==> src/sv/hgc_pkg.sv <==
// Shared types and constants for the hash group-count unit.
// No dependencies.
`default_nettype none

package hgc_pkg;

    localparam int TABLE_SLOTS = 4096;
    localparam int SLOT_W      = $clog2(TABLE_SLOTS);
    localparam int SIZE_W      = SLOT_W + 1;
    localparam int CFG_W       = 13;
    localparam int KEY_W       = 32;
    localparam int COUNT_W     = 32;

    localparam logic [COUNT_W-1:0] COUNT_MAX = '1;

    typedef enum logic {
        OP_AGG  = 1'b0,
        OP_READ = 1'b1
    } t_op;

    typedef enum logic [2:0] {
        ST_COUNTED  = 3'd0,
        ST_INSERTED = 3'd1,
        ST_FULL     = 3'd2,
        ST_ZERO_KEY = 3'd3,
        ST_READ     = 3'd4
    } t_status;

    typedef enum logic [2:0] {
        S_CLEAR,
        S_IDLE,
        S_RD,
        S_CMP,
        S_FIN
    } t_state;

    typedef struct packed {
        logic [KEY_W-1:0]   key;
        logic [COUNT_W-1:0] count;
    } t_entry;

    typedef struct packed {
        logic               hit;
        logic               empty;
        logic [COUNT_W-1:0] count_next;
        logic [SLOT_W-1:0]  pos_next;
    } t_eval;

endpackage

`default_nettype wire

==> src/sv/hgc_slot_eval.sv <==
// Slot compare unit: key match, empty test, saturating count and wrapped next slot.
// Depends on hgc_pkg.
`default_nettype none

module hgc_slot_eval (
    input  wire hgc_pkg::t_entry                  i_held,
    input  wire logic [hgc_pkg::KEY_W-1:0]        i_key,
    input  wire logic [hgc_pkg::SLOT_W-1:0]       i_pos,
    input  wire logic [hgc_pkg::SIZE_W-1:0]       i_size,
    output hgc_pkg::t_eval                        o_eval
);
    import hgc_pkg::*;

    logic [SIZE_W-1:0] w_pos_inc;

    assign w_pos_inc = {1'b0, i_pos} + SIZE_W'(1);

    always_comb begin
        o_eval.hit        = (i_held.key == i_key);
        o_eval.empty      = (i_held.key == '0);
        o_eval.count_next = (i_held.count == COUNT_MAX) ? COUNT_MAX
                                                        : i_held.count + COUNT_W'(1);
        o_eval.pos_next   = (w_pos_inc >= i_size) ? '0 : w_pos_inc[SLOT_W-1:0];
    end

endmodule

`default_nettype wire

==> config.mk <==
export PLATFORM = sky130hd
export DESIGN_NAME = hgc_slot_eval
export DESIGN_NICKNAME = d
export VERILOG_FILES = /design/src/sv/hgc_pkg.sv /design/src/sv/hgc_slot_eval.sv
export SDC_FILE = /design/constraint.sdc
export NUM_CORES = 1
export LEC_CHECK = 0
export ABC_AREA = 1
export BUFFER_PORTS_ARGS = -buffer_cell sky130_fd_sc_hd__buf_2
export CORE_ASPECT_RATIO = 0.7
export CORE_MARGIN = 5
export CORE_UTILIZATION = 45
export DETAILED_ROUTE_END_ITERATION = 7
export GPL_TIMING_DRIVEN = 0
export MAX_ROUTING_LAYER = met4
export PLACE_DENSITY = 0.81
export SLEW_MARGIN = 10
export SYNTH_ARGS = -nofsm -noshare
export SYNTH_HDL_FRONTEND = slang
export SYNTH_SLANG_ARGS = --single-unit
export TNS_END_PERCENT = 20
==> constraint.sdc <==
create_clock -name vclk -period 3.2
set_clock_uncertainty 0.1 [all_clocks]
set_input_delay 0.48 -clock vclk [all_inputs]
set_output_delay 0.48 -clock vclk [all_outputs]
set_load 0.005 [all_outputs]
# Word-level counts from Yosys, hierarchy flattened

Cells that the tools add are included.

Bits in registers: 0
Input bits: 121
Output and inout port bits: 46

Equal/unequal tests: 2
Mux-type cells: 2
Reductions and logical operators: 1
Add/sub/neg operators: 2
$lt $le $gt $ge: 1

Operators by type and width:

| kind                                           | count |
|---|---|
| adder 32 x 1 -> 32 bit (second input constant) | 1 |
| equality test 32 bit                           | 1 |
| equality test 32 bit (second input constant)   | 1 |
| zero test 32 bit                               | 1 |
| 2-to-1 mux 32 bit                              | 1 |
| adder 12 x 1 -> 13 bit (second input constant) | 1 |
| greater-or-equal comparator 13 bit             | 1 |
| 2-to-1 mux 12 bit                              | 1 |

# Depth between registers and ports, before layout

Gate-level depths: netlist of the first run.

Word-level depth: 3
Mapped depth: 15
Depth with buffers taken out: 14

# Worst setup path before layout of the first run

No wires, ideal clock.

Path type: input-to-output
Start: input i_pos[0] (netlist name)
End: output o_eval[10] (netlist name)
Stages on the path: 14
Setup slack: 0.391 ns
Path buffers: 1
Data required time: 2.620 ns
Arrival: 2.229 ns
Cell sequence: ha_1 > nand2_1 > nor2_2 > nand3_1 > or2_2 > nand2_1 > inv_1 > ha_1 > a21oi_1 > o21ai_0 > nor2_1 > nand2_1 > buf_2 > nor2_1

RTL lines:

| element            | RTL line            | source |
|---|---|---|
| start: declaration | hgc_slot_eval.sv:8  | `input wire logic [hgc_pkg::SLOT_W-1:0] i_pos,` |
| end: declaration   | hgc_slot_eval.sv:10 | `output hgc_pkg::t_eval o_eval` |

==> out/metrics.yaml, run 1 <==
finalHoldViolations: 0
crit_family: "simple AND/OR/NAND/NOR gates"
p_sw_uw: 204
vias: 3718
cp.arrival_ns: 2.49
syn_to_final_growth_pct: 40.2
hp-class: "input port to output pin"
critPathMaxStageDelay_ns: 0.29
routed_via_density: 4.79
period_minus_slack_ns: 3.07
synth_top_area_cell: "nand2_1"
grt_pass1_wl_um: 14600
finalSetupViolCount: 0
dpl.hpwl_um: 8310
worst_pin_slew_ns: 0.332
grt_max_degree: 11
power_uw: 367
first_pass_iters: 5
rows: 22
routed_wl_um: 9480
swShare_pct: 55.5
synth_top_area_share_pct: 29.9
pwr-share-comb_pct: 100.0
syn_nets: 672
seqPwrFrac_pct: 0
cp.required_ns: 2.62
synth_cells: 536
nNetsFinal: 843
final_common_cell: "nand2_1"
fillerInstances: 529
final_cell_mix: "nand2_1 (199), buf_2 (166), inv_1 (107), nor2_1 (91), nand3_1 (26)"
rsz0062_at_grt: "true"
path_buf_inv: 4
globalRouteOverflowTotal: 0
netlist_area_mm2: 0.00252
io_buffers: 167
ys_warn_count: 0
grt_pass1_vias: 3356
diodes: 0
crit_chain: "buf_2, ha_4, nand2_2, nor2_4, nand3_2, or2_2, nand2_2, inv_1, ha_4, a21oi_2, o21ai_0, nor2_1, nand2_1, buf_6, nor2_1, buf_2"
dp_cells: 775
maxSlewViolCount: 0
seq_cells: 0
avgSynthCellArea_um2: 4.70
p_int_uw: 163
antenna_found_initial: 0
final_antenna_net_count: 0
power.leakage_uw: 0.00231
drive_gt1_share_pct: 30.1
die_w_um: 99.5
register_area_um2: 0
dr.first_iter.drc_count: 185
finalCritPeriodShare_pct: 96.1
crit_path_start_kind: "input port"
netlist-cell-type-count: 25
status: "finished, final reports clean"
die_height_um: 72.6
start_util_pct: 47.2
route.detailed.drc: 0
relSlewSlack_pct: 77.8
worst_path_max_delay_cell: "or2_2"
fmax_ghz: 0.325
multiInputGateArea_mm2: 0.00214
synthTopCellsByArea: "nand2_1 (30%), inv_1 (16%), nor2_1 (14%), ha_1 (7.4%), nand3_1 (5.4%)"
critPathCaptureType: "output pin"
clockPowerShare_pct: 0
dieArea_mm2: 0.00722
core_mm2: 0.00534
wire_per_inst_um: 12.2
grtUsageTotal_pct: 24.6
gp_congestion: 0.985
num_io_pins: 167
ir_worst_vdd_mv: 0.0627
crit_path_max_fanout: 10
stdcell_count: 777
critical_path_class: "input port to output pin"
pwr_density_cell_mw_per_mm2: 104
final.setup.tns_ns: 0
clkbuf_count: 0
yosysSeqAreaShare_pct: 0
drv_cap: 0
worst paths after layout:
check / start / end / cells past startpoint
worst max-delay path: i_pos[1] / o_eval[8] / 16
worst min-delay path: i_held[0] / o_eval[12] / 3
power by group through the flow:
stage               Clock (uW)  Combinational (uW)  Sequential [uW]
floorplan                    0                 173                0
global placement             0                 338                0
detailed placement           0                 348                0
CTS                          0                 356                0
global route                 0                 414                0
finish                       0                 367                0
cell families (layout without fill, tap and decap cells):
family,Yosys count,after routing,synth area share [%]
and+or+nand+nor,377,377,65.9
buffers and inverters,112,281,17.6
AOI/OAI and AO/OA,16,16,3.47
xor gates and xnor gates,16,16,5.56
adders and majority gates,15,15,7.44
area by class of cell:
type               instances  share of cell area [%]
plain buffers              4                    1.27
inverters                108                    11.5
multi-input cells        424                    60.5
well taps                 72                    2.55
repair buffers           169                    24.2
through the flow:
step           setup WS [ns]  hold slack, ns  utilization (%)  instance area, um2
3_3_place_gp         -0.0939            1.12             64.6                3450
3_5_place_dp          -0.152            1.13             64.6                3450
6_report               0.125            1.13             66.2                3540
4_1_cts               0.0173            1.13             65.2                3480
5_1_grt              -0.0424            1.14             66.2                3540
2_1_floorplan          0.391           0.891                -                2520
Yosys cell counts:
cell type / instances
inv_2: 1
o31ai_1: 1
o21ai_0: 7
o21bai_1: 1
nand3b_1: 10
xnor2_1: 5
xor2_1: 11
nor2_2: 7
nor2_4: 4
buf_6: 3
nand2_2: 3
nand3_2: 9
nor2_1: 92
nor3_1: 5
nand2_4: 2
buf_2: 1
nand4_1: 9
nor4_1: 5
nand3_1: 27
inv_1: 107
or2_2: 3
nand2_1: 201
a21oi_1: 6
a21o_1: 1
ha_1: 15
routing by layer:
metal	track usage, %	share of wire (%)
met2	41.9	47
met5	-	0
met3	2.87	8.5
met1	32.7	43
met4	2.27	0.76
tightest hold or removal path, delay by kind of cell:
family        cells  cell delay [ns]
buf+inv           2             0.22
simple gates      1             0.05
repair_timing:
item                       in CTS  in global routing
setup endpoints to repair      10                 12
pin swaps                       2                  3
resized for setup               7                 10
buffers inserted                2                  0
hold buffers                    0                  0
Power figures use the tool's default switching activity.
==> inputs of run 2 (changes only) <==
CORE_UTILIZATION = 48   (was 45)
PLACE_DENSITY = 0.86   (was 0.81)
clock period = 4 ns   (was 3.2 ns; I/O delays follow)
==> out/metrics.yaml, run 2 (synthesized netlist as in run 1, its figures left out) <==
status: "finished, final reports clean"
finish.utilization_pct: 66.6  # +0.40 points
final_cell_mix: "nand2_1 (201), buf_2 (168), inv_1 (107), nor2_1 (92), nand3_1 (27)"
io_buffers: 167  # unchanged
worstHoldStart: "i_held[0]"
rows: 22  # unchanged
route.detailed.drc: 0  # unchanged
min_delay_path_depth: 3  # unchanged
seq_cells: 0  # unchanged
worst_pin_slew_ns: 0.344  # +0.0119 ns
ir_worst_vdd_mv: 0.0523  # -17%
finalSetupViolCount: 0  # unchanged
finalCritPeriodShare_pct: 92.4
dp_slack_ns: 0.363  # +0.515 ns
antenna_found_initial: 0  # unchanged
syn_to_final_growth_pct: 36.7
routed_via_density: 4.75  # -0.74%
dieArea_mm2: 0.00682  # -5.5%
holdBufCountCts: 0  # unchanged
diodes: 0  # unchanged
dpl.hpwl_um: 8230  # -1.0%
period_minus_slack_ns: 3.70
gp_congestion: 1.05  # +6.6%
clkbuf_count: 0  # unchanged
power.leakage_uw: 0.00229  # -0.78%
pwr_density_cell_mw_per_mm2: 81.2  # -22%
power_uw: 280  # -24%
hp-class: "input port to output pin"
fmax_ghz: 0.271
num_io_pins: 167  # unchanged
grt_max_degree: 11  # unchanged
register_area_um2: 0  # unchanged
cp.arrival_ns: 3.00  # +0.51 ns
grtUsageTotal_pct: 25.5  # +0.92 points
fin_ws_ns: 0.303  # +0.178 ns
cts_resized: 0  # -7
crit_path_start_kind: "input port"
wire_per_inst_um: 11.7  # -4.2%
final_antenna_net_count: 0  # unchanged
grt_pass1_wl_um: 14600  # +0.34%
globalRouteOverflowTotal: 0  # unchanged
place_area_mm2: 0.00345  # unchanged
crit_path_max_fanout: 10  # unchanged
final_common_cell: "nand2_1"
routed_wl_um: 9050  # -4.5%
maxSlewViolCount: 0  # unchanged
critical_path_class: "input port to output pin"
die_w_um: 96.6  # -2.9%
cp.required_ns: 3.30  # +0.68 ns
grt_pass1_vias: 3394  # +1.1%
dr.first_iter.drc_count: 208  # +12%
critPathCaptureType: "output pin"
rsz0062_at_grt: "false"
final_area_mm2: 0.00345  # -2.5%
start_util_pct: 48.7  # +1.5 points
drv_cap: 0  # unchanged
first_pass_iters: 4  # -1
relSlewSlack_pct: 77.0  # -0.80 points
nNetsFinal: 841  # -0.24%
vias: 3681  # -1.0%
core_mm2: 0.00517  # -3.1%
min_to: "o_eval[12]"
cts_setup_buffers: 0  # -2
finalHoldViolations: 0  # unchanged
die_height_um: 70.6  # -2.7%
drive_gt1_share_pct: 28.4  # -1.6 points
final.setup.tns_ns: 0  # unchanged
==> run 2: cell types whose count changed in the layout (fill, tap and decap cells not counted), moves of 2 or more <==
cell	before	now
buf_2	166	168
buf_4	2	0
buf_6	5	3
ha_1	13	15
ha_4	2	0
nand2_1	199	201
nand2_2	5	3
==> run 2: cell type report <==
class,count,area (um2)
buffer,4,38.8
fill,530,1730
inverter,108,405
multi-input combinational,424,2080
tap,72,90.1
timing repair buffer,167,836
==> run 2: worst max-delay path by stage <==
stage                        start          to  cells past startpoint  slack (ns)
final                     i_pos[0]   o_eval[2]                     16        0.30
after global routing      i_pos[0]   o_eval[9]                     16        0.13
after CTS                 i_pos[0]   o_eval[2]                     16        0.35
after detailed placement  i_pos[0]   o_eval[2]                     16        0.36
after global placement    i_pos[0]   o_eval[2]                     16        0.39
after floorplan           i_pos[0]  o_eval[10]                     14        0.95
==> run 2: routing by layer <==
| layer | share of wire, % | GRT usage (%) | vias to the layer above | routed length (um) |
|---|---|---|---|---|
| li1 | - | - | 1961 | - |
| met1 | 44 | 32.5 | 1572 | 3960 |
| met2 | 47 | 44.4 | 134 | 4230 |
| met3 | 8.1 | 3.35 | 14 | 730 |
| met4 | 1.4 | 3.58 | 0 | 129 |
| met5 | 0 | - | - | 0 |
==> run 2: power by group <==
part | switching [uW] | total (uW) | internal (uW) | leakage (uW)
sequential | 0 | 0 | 0 | 0
clock | 0 | 0 | 0 | 0
combinational | 156 | 280 | 124 | 0.00229
==> run 2: stage by stage <==
stage / cells / hold WS, ns
floorplan: 536 / 1.13
global route: 775 / 1.41
global placement: 775 / 1.38
detailed placement: 775 / 1.39
finish: 775 / 1.40
CTS: 775 / 1.40
==> run 2: critical path: stages <==
cell and delay [ns]:
buf_2 0.14, ha_1 0.17, nand2_1 0.11, nor2_2 0.19
nand3_1 0.16, or2_2 0.30, nand2_1 0.10, inv_1 0.05
ha_1 0.28, a21oi_1 0.13, o21ai_0 0.08, nor2_1 0.11
nand2_1 0.10, buf_2 0.20, nor2_1 0.12, buf_2 0.13
